File: src/dpb_pkg.sv
`timescale 1ns / 1ps
package dpb_pkg;

   localparam int MAX_WIDTH_DEFAULT = 4096;
   localparam int SUBSAMPLE_DEFAULT = 3;

   localparam int COUNT_W   = 12;
   localparam int DEPTH_W   = 16;
   localparam int COLOR_W   = 8;
   localparam int WIDTH_W   = 13;
   localparam int CENTER_W  = 20;
   localparam int COEF_W    = 24;
   localparam int CSR_IDX_W = 3;
   localparam int REQ_W     = 40;
   localparam int RSP_W     = 96;

   localparam int QUEUE_DEPTH = 4;
   localparam int QPTR_W      = 2;
   localparam int QCOUNT_W    = 3;

   // shared multiplier operands and product
   localparam int MUL_A_W = 28;
   localparam int MUL_B_W = 24;
   localparam int MUL_P_W = MUL_A_W + MUL_B_W;

   localparam logic [WIDTH_W-1:0]  RST_IMAGE_WIDTH = 13'd640;
   localparam logic [CENTER_W-1:0] RST_CENTER_X    = 20'd81573;
   localparam logic [CENTER_W-1:0] RST_CENTER_Y    = 20'd65360;
   localparam logic [COEF_W-1:0]   RST_INV_FOCAL_X = 24'd32432;
   localparam logic [COEF_W-1:0]   RST_INV_FOCAL_Y = 24'd32485;
   localparam logic [COEF_W-1:0]   RST_DEPTH_SCALE = 24'd16777;
   localparam logic [COEF_W-1:0]   RST_MIN_DEPTH   = 24'd655;
   localparam logic [COEF_W-1:0]   RST_MAX_DEPTH   = 24'd655360;

   typedef enum logic [CSR_IDX_W-1:0] {
      CSR_IMAGE_WIDTH = 3'd0,
      CSR_CENTER_X    = 3'd1,
      CSR_CENTER_Y    = 3'd2,
      CSR_INV_FOCAL_X = 3'd3,
      CSR_INV_FOCAL_Y = 3'd4,
      CSR_DEPTH_SCALE = 3'd5,
      CSR_MIN_DEPTH   = 3'd6,
      CSR_MAX_DEPTH   = 3'd7
   } csr_index_type;

   typedef enum logic [3:0] {
      ST_IDLE,
      ST_Z,
      ST_CHK,
      ST_AX,
      ST_HX,
      ST_LX,
      ST_SX,
      ST_HY,
      ST_LY,
      ST_SY
   } back_state_type;

   typedef struct packed {
      logic [COUNT_W-1:0] col;
      logic [COUNT_W-1:0] row;
      logic [DEPTH_W-1:0] depth;
      logic [COLOR_W-1:0] blue;
      logic [COLOR_W-1:0] green;
      logic [COLOR_W-1:0] red;
   } pix_type;

   typedef struct packed {
      logic    valid;
      pix_type pix;
   } push_type;

   typedef struct packed {
      logic [CENTER_W-1:0] center_x;
      logic [CENTER_W-1:0] center_y;
      logic [COEF_W-1:0]   inv_focal_x;
      logic [COEF_W-1:0]   inv_focal_y;
      logic [COEF_W-1:0]   depth_scale;
      logic [COEF_W-1:0]   min_depth;
      logic [COEF_W-1:0]   max_depth;
   } cfg_type;

endpackage

File: src/dpb_front.sv
`timescale 1ns / 1ps
module dpb_front #(
   parameter int MAX_WIDTH = dpb_pkg::MAX_WIDTH_DEFAULT,
   parameter int SUBSAMPLE = dpb_pkg::SUBSAMPLE_DEFAULT
) (
   input  logic                          clock,
   input  logic                          reset,
   input  logic                          in_valid,
   output logic                          in_ready,
   input  logic [dpb_pkg::DEPTH_W-1:0]   in_depth,
   input  logic [dpb_pkg::COLOR_W-1:0]   in_blue,
   input  logic [dpb_pkg::COLOR_W-1:0]   in_green,
   input  logic [dpb_pkg::COLOR_W-1:0]   in_red,
   input  logic                          in_frame_start,
   input  logic [dpb_pkg::WIDTH_W-1:0]   image_width,
   input  logic                          queue_full,
   output dpb_pkg::push_type             push
);

   localparam int RES_W = $clog2(SUBSAMPLE + 1);
   localparam logic [RES_W-1:0] RES_LAST = RES_W'(SUBSAMPLE - 1);

   logic [dpb_pkg::COUNT_W-1:0] col_ff, col_in, row_ff, row_in;
   logic [RES_W-1:0]            col_res_ff, col_res_in, row_res_ff, row_res_in;
   logic [dpb_pkg::COUNT_W-1:0] col, row;
   logic [RES_W-1:0]            col_res, row_res;
   logic [dpb_pkg::WIDTH_W-1:0] next_col;
   logic                        accept, wrap;

   assign in_ready = !queue_full && !reset;
   assign accept   = in_valid && in_ready;

   // frame start clears the counters before the pixel is used
   assign col     = in_frame_start ? '0 : col_ff;
   assign row     = in_frame_start ? '0 : row_ff;
   assign col_res = in_frame_start ? '0 : col_res_ff;
   assign row_res = in_frame_start ? '0 : row_res_ff;

   assign next_col = {1'b0, col} + 1'b1;
   // width zero wraps on every pixel, width above the limit wraps at the limit
   assign wrap = (next_col >= image_width) || (32'(next_col) >= MAX_WIDTH);

   always_comb begin
      col_in     = col_ff;
      row_in     = row_ff;
      col_res_in = col_res_ff;
      row_res_in = row_res_ff;
      if (accept) begin
         if (wrap) begin
            col_in     = '0;
            col_res_in = '0;
            row_in     = row + 1'b1;
            // row counter overflow restarts the phase too
            if (row_in == '0 || row_res == RES_LAST) begin
               row_res_in = '0;
            end else begin
               row_res_in = row_res + 1'b1;
            end
            col_res_in = '0;
         end else begin
            col_in     = next_col[dpb_pkg::COUNT_W-1:0];
            row_in     = row;
            row_res_in = row_res;
            if (col_in == '0 || col_res == RES_LAST) begin
               col_res_in = '0;
            end else begin
               col_res_in = col_res + 1'b1;
            end
         end
      end
   end

   always_ff @(posedge clock) begin
      if (reset) begin
         col_ff     <= '0;
         row_ff     <= '0;
         col_res_ff <= '0;
         row_res_ff <= '0;
      end else begin
         col_ff     <= col_in;
         row_ff     <= row_in;
         col_res_ff <= col_res_in;
         row_res_ff <= row_res_in;
      end
   end

   always_comb begin
      push.valid     = accept && (col_res == '0) && (row_res == '0);
      push.pix.col   = col;
      push.pix.row   = row;
      push.pix.depth = in_depth;
      push.pix.blue  = in_blue;
      push.pix.green = in_green;
      push.pix.red   = in_red;
   end

endmodule

File: src/dpb_queue.sv
`timescale 1ns / 1ps
module dpb_queue (
   input  logic              clock,
   input  logic              reset,
   input  dpb_pkg::push_type push,
   output logic              full,
   input  logic              pop,
   output logic              empty,
   output dpb_pkg::pix_type  head
);

   dpb_pkg::pix_type             entry_ff [dpb_pkg::QUEUE_DEPTH];
   logic [dpb_pkg::QPTR_W-1:0]   wr_ptr_ff, wr_ptr_in, rd_ptr_ff, rd_ptr_in;
   logic [dpb_pkg::QCOUNT_W-1:0] count_ff, count_in;
   logic                         do_push, do_pop;

   assign full    = (count_ff == dpb_pkg::QCOUNT_W'(dpb_pkg::QUEUE_DEPTH));
   assign empty   = (count_ff == '0);
   assign do_push = push.valid && !full;
   assign do_pop  = pop && !empty;
   assign head    = entry_ff[rd_ptr_ff];

   always_comb begin
      wr_ptr_in = do_push ? wr_ptr_ff + 1'b1 : wr_ptr_ff;
      rd_ptr_in = do_pop ? rd_ptr_ff + 1'b1 : rd_ptr_ff;
      count_in  = count_ff;
      if (do_push && !do_pop) begin
         count_in = count_ff + 1'b1;
      end else if (do_pop && !do_push) begin
         count_in = count_ff - 1'b1;
      end
   end

   always_ff @(posedge clock) begin
      if (reset) begin
         wr_ptr_ff <= '0;
         rd_ptr_ff <= '0;
         count_ff  <= '0;
      end else begin
         wr_ptr_ff <= wr_ptr_in;
         rd_ptr_ff <= rd_ptr_in;
         count_ff  <= count_in;
      end
   end

   always_ff @(posedge clock) begin
      if (do_push) begin
         entry_ff[wr_ptr_ff] <= push.pix;
      end
   end

endmodule

File: src/dpb_back.sv
`timescale 1ns / 1ps
module dpb_back (
   input  logic                        clock,
   input  logic                        reset,
   input  dpb_pkg::cfg_type            cfg,
   input  logic                        queue_empty,
   input  dpb_pkg::pix_type            head,
   output logic                        pop,
   output logic                        out_valid,
   input  logic                        out_ready,
   output logic [dpb_pkg::RSP_W-1:0]   out_data
);

   localparam int MAG_W = 36;
   localparam logic [dpb_pkg::COEF_W-1:0] Z_MAX   = '1;
   localparam logic [dpb_pkg::COEF_W-1:0] POS_MAX = 24'h7FFFFF;
   localparam logic [dpb_pkg::COEF_W-1:0] NEG_MAX = 24'h800000;

   dpb_pkg::back_state_type state_ff, state_in;

   logic [dpb_pkg::MUL_P_W-1:0]  prod_ff, prod_in, hi_ff, hi_in, mul_p, sum;
   logic [dpb_pkg::MUL_A_W-1:0]  mul_a;
   logic [dpb_pkg::MUL_B_W-1:0]  mul_b;
   logic [15:0]                  lo_ff, lo_in;
   logic [dpb_pkg::COEF_W-1:0]   z_ff, z_in, x_ff, x_in, z_sat, sat_val;
   logic [dpb_pkg::CENTER_W-1:0] mag_x_ff, mag_x_in, mag_y_ff, mag_y_in;
   logic                         neg_x_ff, neg_x_in, neg_y_ff, neg_y_in, neg_sel;
   logic [dpb_pkg::CENTER_W:0]   dx, dy;
   logic [MAG_W-1:0]             mag;
   logic                         out_valid_ff, out_valid_in;
   logic [dpb_pkg::RSP_W-1:0]    out_data_ff, out_data_in;

   // one shared multiplier, operands picked by step
   always_comb begin
      mul_a = '0;
      mul_b = '0;
      case (state_ff)
         dpb_pkg::ST_Z: begin
            mul_a = dpb_pkg::MUL_A_W'(head.depth);
            mul_b = cfg.depth_scale;
         end
         dpb_pkg::ST_AX: begin
            mul_a = dpb_pkg::MUL_A_W'(mag_x_ff);
            mul_b = z_ff;
         end
         dpb_pkg::ST_HX: begin
            mul_a = prod_ff[43:16];
            mul_b = cfg.inv_focal_x;
         end
         dpb_pkg::ST_LX: begin
            mul_a = dpb_pkg::MUL_A_W'(lo_ff);
            mul_b = cfg.inv_focal_x;
         end
         dpb_pkg::ST_SX: begin
            mul_a = dpb_pkg::MUL_A_W'(mag_y_ff);
            mul_b = z_ff;
         end
         dpb_pkg::ST_HY: begin
            mul_a = prod_ff[43:16];
            mul_b = cfg.inv_focal_y;
         end
         dpb_pkg::ST_LY: begin
            mul_a = dpb_pkg::MUL_A_W'(lo_ff);
            mul_b = cfg.inv_focal_y;
         end
         default: begin
            mul_a = '0;
            mul_b = '0;
         end
      endcase
   end

   assign mul_p = dpb_pkg::MUL_P_W'(mul_a) * dpb_pkg::MUL_P_W'(mul_b);

   // z from the registered depth product
   assign z_sat = (prod_ff[39:8] > 32'(Z_MAX)) ? Z_MAX : prod_ff[31:8];

   assign dx = {1'b0, head.col, 8'b0} - {1'b0, cfg.center_x};
   assign dy = {1'b0, head.row, 8'b0} - {1'b0, cfg.center_y};

   // (a * inv) >> 32 rebuilt from the high and low partial products
   assign sum = hi_ff + dpb_pkg::MUL_P_W'(prod_ff[dpb_pkg::MUL_P_W-1:16]);
   assign mag = sum[dpb_pkg::MUL_P_W-1:16];
   assign neg_sel = (state_ff == dpb_pkg::ST_SY) ? neg_y_ff : neg_x_ff;

   always_comb begin
      if (neg_sel) begin
         sat_val = (mag > MAG_W'(NEG_MAX)) ? NEG_MAX : 24'(24'd0 - mag[23:0]);
      end else begin
         sat_val = (mag > MAG_W'(POS_MAX)) ? POS_MAX : mag[23:0];
      end
   end

   always_comb begin
      state_in     = state_ff;
      prod_in      = prod_ff;
      hi_in        = hi_ff;
      lo_in        = lo_ff;
      z_in         = z_ff;
      x_in         = x_ff;
      mag_x_in     = mag_x_ff;
      mag_y_in     = mag_y_ff;
      neg_x_in     = neg_x_ff;
      neg_y_in     = neg_y_ff;
      pop          = 1'b0;
      out_valid_in = out_valid_ff && !out_ready;
      out_data_in  = out_data_ff;
      unique case (state_ff)
         dpb_pkg::ST_IDLE: begin
            if (!queue_empty) begin
               state_in = dpb_pkg::ST_Z;
            end
         end
         dpb_pkg::ST_Z: begin
            prod_in  = mul_p;
            state_in = dpb_pkg::ST_CHK;
         end
         dpb_pkg::ST_CHK: begin
            z_in     = z_sat;
            neg_x_in = dx[dpb_pkg::CENTER_W];
            neg_y_in = dy[dpb_pkg::CENTER_W];
            mag_x_in = dx[dpb_pkg::CENTER_W] ? dpb_pkg::CENTER_W'(-dx)
                                             : dx[dpb_pkg::CENTER_W-1:0];
            mag_y_in = dy[dpb_pkg::CENTER_W] ? dpb_pkg::CENTER_W'(-dy)
                                             : dy[dpb_pkg::CENTER_W-1:0];
            if (z_sat >= cfg.min_depth && z_sat <= cfg.max_depth) begin
               state_in = dpb_pkg::ST_AX;
            end else begin
               pop      = 1'b1;
               state_in = dpb_pkg::ST_IDLE;
            end
         end
         dpb_pkg::ST_AX: begin
            prod_in  = mul_p;
            state_in = dpb_pkg::ST_HX;
         end
         dpb_pkg::ST_HX: begin
            lo_in    = prod_ff[15:0];
            prod_in  = mul_p;
            state_in = dpb_pkg::ST_LX;
         end
         dpb_pkg::ST_LX: begin
            hi_in    = prod_ff;
            prod_in  = mul_p;
            state_in = dpb_pkg::ST_SX;
         end
         dpb_pkg::ST_SX: begin
            // finish x while the y offset product starts
            x_in     = sat_val;
            prod_in  = mul_p;
            state_in = dpb_pkg::ST_HY;
         end
         dpb_pkg::ST_HY: begin
            lo_in    = prod_ff[15:0];
            prod_in  = mul_p;
            state_in = dpb_pkg::ST_LY;
         end
         dpb_pkg::ST_LY: begin
            hi_in    = prod_ff;
            prod_in  = mul_p;
            state_in = dpb_pkg::ST_SY;
         end
         dpb_pkg::ST_SY: begin
            if (!out_valid_ff || out_ready) begin
               out_valid_in = 1'b1;
               out_data_in  = {head.red, head.green, head.blue, z_ff, sat_val, x_ff};
               pop          = 1'b1;
               state_in     = dpb_pkg::ST_IDLE;
            end
         end
         default: begin
            state_in = dpb_pkg::ST_IDLE;
         end
      endcase
   end

   always_ff @(posedge clock) begin
      if (reset) begin
         state_ff     <= dpb_pkg::ST_IDLE;
         out_valid_ff <= 1'b0;
      end else begin
         state_ff     <= state_in;
         out_valid_ff <= out_valid_in;
      end
   end

   always_ff @(posedge clock) begin
      prod_ff     <= prod_in;
      hi_ff       <= hi_in;
      lo_ff       <= lo_in;
      z_ff        <= z_in;
      x_ff        <= x_in;
      mag_x_ff    <= mag_x_in;
      mag_y_ff    <= mag_y_in;
      neg_x_ff    <= neg_x_in;
      neg_y_ff    <= neg_y_in;
      out_data_ff <= out_data_in;
   end

   assign out_valid = out_valid_ff;
   assign out_data  = out_data_ff;

endmodule

File: src/depth_pixel_backprojector_unit.sv
`timescale 1ns / 1ps
// Depth pixel back-projector: takes a raster stream of depth pixels with colors, keeps every
// SUBSAMPLE-th pixel of every SUBSAMPLE-th row, scales depth to Q16 meters and, when it lies
// within [min_depth, max_depth], sends out the pinhole back-projected point x, y, z with its
// color. The front end takes one pixel per cycle while the queue is not full; skipped pixels
// are taken like kept ones but never enter the queue. Kept pixels wait in a four-entry queue
// for the back end, which computes each point on one shared 28x24 multiplier: a point in
// range goes through queue pick-up, the depth check, seven products in all and the final
// saturate and hand-off (held while the output word is stalled); a point rejected by the depth
// window leaves after its depth product and check. A frame_start pixel restarts the column and
// row counters. Configuration writes take effect at once and are meant to be made while no pixel is in flight.
module depth_pixel_backprojector_unit #(
   parameter int MAX_WIDTH = dpb_pkg::MAX_WIDTH_DEFAULT,
   parameter int SUBSAMPLE = dpb_pkg::SUBSAMPLE_DEFAULT
) (
   input  logic                            clock,
   input  logic                            reset,
   input  logic                            req_tvalid,
   output logic                            req_tready,
   // depth_raw[15:0], blue[23:16], green[31:24], red[39:32]
   input  logic [dpb_pkg::REQ_W-1:0]       req_tdata,
   // frame_start
   input  logic                            req_tuser,
   output logic                            rsp_tvalid,
   input  logic                            rsp_tready,
   // point_x[23:0], point_y[47:24], point_z[71:48], out_blue[79:72],
   // out_green[87:80], out_red[95:88]
   output logic [dpb_pkg::RSP_W-1:0]       rsp_tdata,
   input  logic                            csr_we,
   input  logic [dpb_pkg::CSR_IDX_W-1:0]   csr_index,
   input  logic [dpb_pkg::COEF_W-1:0]      csr_wdata
);

   logic [dpb_pkg::WIDTH_W-1:0]  image_width_ff;
   logic [dpb_pkg::CENTER_W-1:0] center_x_ff, center_y_ff;
   logic [dpb_pkg::COEF_W-1:0]   inv_focal_x_ff, inv_focal_y_ff, depth_scale_ff;
   logic [dpb_pkg::COEF_W-1:0]   min_depth_ff, max_depth_ff;

   dpb_pkg::cfg_type  cfg;
   dpb_pkg::push_type push;
   dpb_pkg::pix_type  head;
   logic              queue_full, queue_empty, pop;

   always_ff @(posedge clock) begin
      if (reset) begin
         image_width_ff <= dpb_pkg::RST_IMAGE_WIDTH;
         center_x_ff    <= dpb_pkg::RST_CENTER_X;
         center_y_ff    <= dpb_pkg::RST_CENTER_Y;
         inv_focal_x_ff <= dpb_pkg::RST_INV_FOCAL_X;
         inv_focal_y_ff <= dpb_pkg::RST_INV_FOCAL_Y;
         depth_scale_ff <= dpb_pkg::RST_DEPTH_SCALE;
         min_depth_ff   <= dpb_pkg::RST_MIN_DEPTH;
         max_depth_ff   <= dpb_pkg::RST_MAX_DEPTH;
      end else if (csr_we) begin
         unique case (csr_index)
            dpb_pkg::CSR_IMAGE_WIDTH: image_width_ff <= csr_wdata[dpb_pkg::WIDTH_W-1:0];
            dpb_pkg::CSR_CENTER_X:    center_x_ff    <= csr_wdata[dpb_pkg::CENTER_W-1:0];
            dpb_pkg::CSR_CENTER_Y:    center_y_ff    <= csr_wdata[dpb_pkg::CENTER_W-1:0];
            dpb_pkg::CSR_INV_FOCAL_X: inv_focal_x_ff <= csr_wdata;
            dpb_pkg::CSR_INV_FOCAL_Y: inv_focal_y_ff <= csr_wdata;
            dpb_pkg::CSR_DEPTH_SCALE: depth_scale_ff <= csr_wdata;
            dpb_pkg::CSR_MIN_DEPTH:   min_depth_ff   <= csr_wdata;
            dpb_pkg::CSR_MAX_DEPTH:   max_depth_ff   <= csr_wdata;
            default: begin
            end
         endcase
      end
   end

   always_comb begin
      cfg.center_x    = center_x_ff;
      cfg.center_y    = center_y_ff;
      cfg.inv_focal_x = inv_focal_x_ff;
      cfg.inv_focal_y = inv_focal_y_ff;
      cfg.depth_scale = depth_scale_ff;
      cfg.min_depth   = min_depth_ff;
      cfg.max_depth   = max_depth_ff;
   end

   dpb_front #(
      .MAX_WIDTH (MAX_WIDTH),
      .SUBSAMPLE (SUBSAMPLE)
   ) u_front (
      .clock          (clock),
      .reset          (reset),
      .in_valid       (req_tvalid),
      .in_ready       (req_tready),
      .in_depth       (req_tdata[15:0]),
      .in_blue        (req_tdata[23:16]),
      .in_green       (req_tdata[31:24]),
      .in_red         (req_tdata[39:32]),
      .in_frame_start (req_tuser),
      .image_width    (image_width_ff),
      .queue_full     (queue_full),
      .push           (push)
   );

   dpb_queue u_queue (
      .clock (clock),
      .reset (reset),
      .push  (push),
      .full  (queue_full),
      .pop   (pop),
      .empty (queue_empty),
      .head  (head)
   );

   dpb_back u_back (
      .clock       (clock),
      .reset       (reset),
      .cfg         (cfg),
      .queue_empty (queue_empty),
      .head        (head),
      .pop         (pop),
      .out_valid   (rsp_tvalid),
      .out_ready   (rsp_tready),
      .out_data    (rsp_tdata)
   );

endmodule

File: config.mk
export PLATFORM = sky130hd
export DESIGN_NAME = depth_pixel_backprojector_unit
export DESIGN_NICKNAME = d
export VERILOG_FILES = /design/src/dpb_pkg.sv /design/src/dpb_front.sv /design/src/dpb_queue.sv /design/src/dpb_back.sv /design/src/depth_pixel_backprojector_unit.sv
export SDC_FILE = /design/constraint.sdc
export NUM_CORES = 2
export LEC_CHECK = 0
export ABC_AREA = 1
export BUFFER_PORTS_ARGS = -buffer_cell sky130_fd_sc_hd__buf_2
export CAP_MARGIN = 5
export CORE_AREA = 2 2 272 408
export DETAILED_ROUTE_END_ITERATION = 8
export DIE_AREA = 0 0 274 410
export GPL_ROUTABILITY_DRIVEN = 0
export PLACE_DENSITY = 0.71
export SKIP_CTS_REPAIR_TIMING = 1
export SLEW_MARGIN = 20
export SYNTH_ARGS = -nofsm -noshare
export SYNTH_HDL_FRONTEND = slang
export SYNTH_SLANG_ARGS = --single-unit
File: constraint.sdc
create_clock -name clock -period 22.8 [get_ports clock]
set_input_delay 3.42 -clock clock [delete_from_list [all_inputs] [get_ports clock]]
set_output_delay 3.42 -clock clock [all_outputs]
set_load 0.1 [all_outputs]
Yosys cells after proc, flatten, opt, wreduce, memory -nomap -nowiden

Memory sizes are Yosys's and may differ from the RTL's. A register that Yosys moved wholly into a read port is not among the register bits.
Index checks and enable logic that the tools add are counted.

Bits in registers: 519
RAM bits: 256
Bits of input ports: 73
Logic and storage cells: 150
Memories: 1

Add/sub/neg operators: 14
$mul: 1
$lt $le $gt $ge: 7
Eq/ne operators: 21
Multiplexer cells: 34
Reductions and logical operators: 45

Memories:

| name             | words | width | read ports | clocked after Yosys merged registers in | write ports | RTL line        | RTL |
|---|---|---|---|---|---|---|---|
| u_queue.entry_ff | 4     | 64    | 1          | 1                                       | 1           | dpb_queue.sv:12 | `dpb_pkg::pix_type entry_ff [dpb_pkg::QUEUE_DEPTH];` |

Operators by type and width:

| kind                    | count |
|---|---|
| $pmux W28 S5            | 1 |
| $mux W24                | 4 |
| $pmux W24 S4            | 1 |
| $add A52 B36 Y52        | 1 |
| $mul A28 B24 Y52        | 1 |
| $mux W12                | 4 |
| $sub A20 B20 Y21        | 2 |
| $mux W20                | 2 |
| $neg A20 Y20            | 2 |
| $pmux W4 S10            | 1 |
| $gt A36 B23 Y1 const B  | 1 |
| $gt A36 B24 Y1 const B  | 1 |
| $gt A32 B24 Y1 const B  | 1 |
| $ge A24 B24 Y1          | 1 |
| $le A24 B24 Y1          | 1 |
| $logic_not A12 Y1       | 2 |
| $sub A1 B24 Y24 const A | 1 |
| $reduce_and A2 Y1       | 10 |
| $mux W2                 | 9 |
| $eq A4 B3 Y1 const B    | 4 |
| $eq A3 B3 Y1 const B    | 5 |
| $add A12 B1 Y13 const B | 1 |
| $ge A13 B13 Y1          | 1 |
| $ge A13 B13 Y1 const B  | 1 |
| 24 further kinds        | 64 |

Logic depth before layout (Yosys ltp)

Depth in word-level cells: 11
Mapped depth: 40
Mapped depth without buffers: 38

Cells and area by module

Synthesis repeated with hierarchy kept, for this count alone.

Cell total of the unflattened synthesis: 7347
Area total of the unflattened synthesis: 61366.4 µm²

Modules (own cells, without submodules):

| module                         | instances | cells each | area an instance (µm²) | seq. area each (µm²) |
|---|---|---|---|---|
| dpb_back                       | 1         | 5253       | 41922.7                | 9288.9 |
| dpb_queue                      | 1         | 689        | 9989.6                 | 7867.5 |
| depth_pixel_backprojector_unit | 1         | 924        | 6531.3                 | 3463.3 |
| dpb_front                      | 1         | 481        | 2922.8                 | 560.5 |

Worst setup path before layout

Ideal clock, no wire load.

Path kind: register to register
Start point: register u_back.state_ff[2]
End point: register u_back.prod_ff[45] (netlist bit) (data pin)
Setup time: 0.259 ns
Arrival time: 8.738 ns
Required time: 22.541 ns
Setup slack: 13.803 ns
Stages on the path, launching flop included: 37
Path buffers: 2
Clock period less this slack: 8.997 ns
Path through: dfxtp_1 -> inv_2 -> nor2_1 -> inv_2 -> nor2_1 -> a21oi_1 -> inv_2 -> clkbuf_1 -> nand2_1 -> inv_1 -> nor4_1 -> inv_1 -> clkbuf_1 -> nand2_1 -> fa_1 -> inv_1 -> fa_1 -> inv_1 -> fa_1 -> fa_1 -> fa_1 -> inv_1 -> fa_1 -> inv_1 -> fa_1 -> inv_1 -> ha_1 -> a21oi_1 -> inv_1 -> a31oi_1 -> a21boi_0 -> inv_1 -> a21oi_1 -> o21ai_0 -> nand3_1 -> nand2_1 -> xor2_1

Cells in the longest elaborated chain, start to end: 4

Ends and longest elaborated chain:

| what                                                | RTL line        | RTL |
|---|---|---|
| start, declared                                     | dpb_back.sv:19  | `dpb_pkg::back_state_type state_ff, state_in;` |
| start signal, assigned                              | dpb_back.sv:179 | `state_ff <= dpb_pkg::ST_IDLE;` |
| start signal, assigned                              | dpb_back.sv:182 | `state_ff <= state_in;` |
| $eq A4 B3 Y1, or another cell as far along          | dpb_back.sv:37  | `case (state_ff)` |
| $reduce_or A2 Y1 (no source line)                   | --              |  |
| $pmux W28 S5 / $pmux W24 S4 (equally long branches) | dpb_back.sv:37  |  |
| $mul A28 B24 Y52 *                                  | dpb_back.sv:73  | `assign mul_p = dpb_pkg::MUL_P_W'(mul_a) * dpb_pkg::MUL_P_W'(mul_b);` |
| net u_back.mul_p, one bit                           | dpb_back.sv:21  | `logic [dpb_pkg::MUL_P_W-1:0] prod_ff, prod_in, hi_ff, hi_in, mul_p, sum;` |
| end signal, assigned                                | dpb_back.sv:188 | `prod_ff <= prod_in;` |
| end, declared                                       | dpb_back.sv:21  |  |

The timed path passes the listed nets; every way through them passes the cells marked *.
A chain may end at the register's enable or synchronous reset.

Worst setup path in the final report

Start point: register u_back.state_ff[0]
End point: register u_back.prod_ff[40] (netlist bit) (data pin)

The elaborated chain is that of the path after synthesis.

==> summary.md <==
| Metric | Value |
|---|---|
| Area of placed instances | `61,800 sq um` |
| Fin worst setup slack | `12.62 ns` |
| RSZ-0062 raised after global routing | `false` |
| Hold/Removal Path Class | `reg -> reg` |
| Worst Path Arrival | `10.58 ns` |
| Simple-Gate Fraction of Synth Area | `17.3%` |
| Antenna Nets Post-Route | `0` |
| Effective utilization at floorplan | `54.4%` |
| Fillers | `9,567` |
| Post-route cell area | `64,700 sq um` |
| CP Launch Type | `flop` |
| Remaining DRCs | `1` |
| Die Wd | `274 um` |
| Initial antenna violation count | `16` |
| Synth cell types | `55` |
| Die span in y | `410 um` |
| Post-synth EDFFs | `562` |
| Crit end category | `flop` |
| DR WL/cell | `21.8 um` |
| Slew HR | `22.9%` |
| Max-Cap Viols | `0` |
| Final hold violations | `0` |
| Clock latency on the worst-skew pair | `0.68 ns` |
| Peak Freq | `98.3 MHz` |
| Part of the Yosys area used for sequential elements | `35.6%` |
| Vias in the first global route | `48,200` |
| Failing checks | `design-rule violations` |
| Min Hold Slack | `0.416 ns` |
| CTS Buf Count | `77` |
| Post-synthesis xor/xnor area fraction | `1.95%` |
| Critical Path Fanout Max | `24` |
| Num Clock Sinks | `777` |
| Post-synthesis async set-or-reset flop share | `0%` |
| Mux share of post-synthesis cell area | `0%` |
| Synth area leader | `edfxtp_1` |
| Core footprint | `109,000 sq um` |
| Critical path type | `reg -> reg` |
| Buffers on Ports | `170` |
| Final setup violation count | `0` |
| Syn_nets | `7,827` |
| Compound-Gate Fraction of Synth Area | `8.36%` |
| Most frequent cells in the layout | `inv_1, nand2_1, nor2_1, fa_1, edfxtp_1` |
| Clk pin slew, worst setup/hold paths | `0.07 ns` |
| Pins Over Slew Limit | `0` |
| Data required, critical path | `23.20 ns` |
| Main combinational cell family by area after synthesis | `adder cells` |
| Layout Area Growth over Synthesis | `8.81%` |
| Die area | `112,000 sq um` |
| Pwr dens | `77.0 nW/um^2` |
| Vias per std cell | `5.62` |
| Clock buffer depth | `3` |
| Setup TNS Final | `0 ns` |
| GRT Overall Usage | `33.2%` |
| Yosys warns | `0` |
| Root Buffer | `clkbuf_16` |
| Synth Area in Adders | `25.8%` |
| Slowest stage delay, CP | `0.87 ns` |
| Most used DFF post-synth | `edfxtp_1` |
| Total power | `4.98 mW` |
| Setup Skew | `0.0400 ns` |
| Drt first pass iters | `8` |
| Area share of the largest cell type after synthesis | `28.4%` |
| Site row count | `149` |
| Layout cells sized above 1 | `7.39%` |
| Global route overflow | `0` |
| Inst Count DP | `8,325` |
| Netlist Area Pre-Place | `59,400 sq um` |
| Final wirelength | `185 mm` |
| Peak supply drop | `0.0870 mV` |
| Iteration-0 DRC count of the detailed router | `4,671` |
| Worst-margin pin slew | `1.15 ns` |
| Crit path time final | `10.18 ns` |
| Largest net degree at the start of global routing | `109` |
| Cell mode on critical path | `inv_1` |
| Critical Path Slowest Stage Cell | `nor4_4` |
| Status | `complete, but fails checks` |
| Fin nets | `7,927` |
| CTS tree | `yes` |
| Synth top area cells | `edfxtp_1, fa_1, inv_1, nand2_1, dfxtp_1` |
| First-pass GRT wire length | `279 mm` |
| I/O pin count | `171` |
| Mapped Avg Cell Area | `8.65 sq um` |
| Yosys reg bits | `777` |
| Leak pwr | `30.7 nW` |
| H-tree Lvls | `3` |
| Post-place setup slack | `12.85 ns` |
| Layout Cells excl Fill | `8,477` |
| Commonest non-fill, non-tap cell in the layout | `inv_1` |
| Syn Inst Count | `6,870` |
| Final core utilization | `59.2%` |
| HPWL after DPL | `140 mm` |
| Via count | `47,600` |
| Part of the cycle the worst path needs | `44.6%` |
## per-layer routing
metal / share of wire (%) / global-route usage, % / vias to the layer above
met5: 0.051 / 0 / -
met4: 9.9 / 27.5 / 12
met3: 8.3 / 6.11 / 770
met2: 49 / 56.3 / 2308
met1: 33 / 35.9 / 22900
li1: - / - / 21600
## layout make-up
cell class	instances	area, sq um	area share, %
Inverter	1482	5570	8.61
Clock buffer	95	2120	3.28
Timing Repair Buffer	244	1410	2.18
Multi-Input combinational cell	4388	31900	49.3
Antenna cell	8	20.0	0.0310
Tap cell	1434	1790	2.77
Sequential cell	777	21200	32.8
Clock inverter	49	692	1.07
## synthesized netlist by cell type, types with 9 or more instances
library cell and instances:
ha_1 313, edfxtp_1 562, o21ai_1 25, xor2_1 98, nor2_2 23, o22ai_1 72
fa_1 571, inv_1 1444, nand2_2 34, a31oi_1 17, clkbuf_1 153, xnor2_1 34
nand2_1 1421, o21ai_0 346, clkinv_1 18, o21a_1 9, nand4_1 62, nor4_1 16
nand3b_1 10, buf_2 60, nor2_1 671, dfxtp_1 215, nor4_4 9, or2_2 11
nor3_1 26, nor2_4 9, a21oi_1 307, nand3_1 169, inv_2 20, o211ai_1 46
a22o_1 38
## where the power goes
| part | internal (mW) | switching (mW) |
|---|---|---|
| logic | 0.495 | 1.32 |
| registers | 1.67 | 0.0923 |
| clock network | 0.803 | 0.594 |
| total | 2.97 | 2.01 |
## path summary, 6_finish.rpt
kind / start / end / slack, ns / cells past startpoint
min reg2reg: u_back.x_ff[5] / u_back.out_data[5] / 0.42 / 0
min: u_back.x_ff[5] / u_back.out_data[5] / 0.42 / 0
max reg2reg: u_back.state_ff[0] / u_back.prod_ff[40] / 12.62 / 31
max: u_back.state_ff[0] / u_back.prod_ff[40] / 12.62 / 31
## flip-flops by register name, summed over array words and instances, names as in the netlist, 24 cells and up, named ones only
name	cells
u_queue.entry_ff	256
u_back.out_data	96
u_back.hi_ff	52
u_back.prod_ff	52
depth_scale_ff	24
inv_focal_x_ff	24
inv_focal_y_ff	24
max_depth_ff	24
min_depth_ff	24
u_back.x_ff	24
u_back.z_ff	24
## cell families after synthesis
group,after synthesis
xor gates and xnor gates,132
adders and majority gates,884
DFF,777
and+or+nand+nor,2478
buffers and inverters,1705
AOI/OAI and AO/OA,894
## critical path, delay by kind of cell, from the launching register on
kind                     cells  cell delay (ns)
buffers and inverters       11             2.65
adder cells (fa/ha/maj)      8             3.70
AND/OR/NAND/NOR              4             1.48
AO/OA/AOI/OAI                7             1.48
flip-flops                   1             0.48
XOR/XNOR                     1             0.09
Note: power is estimated with default switching activity, not from simulation.
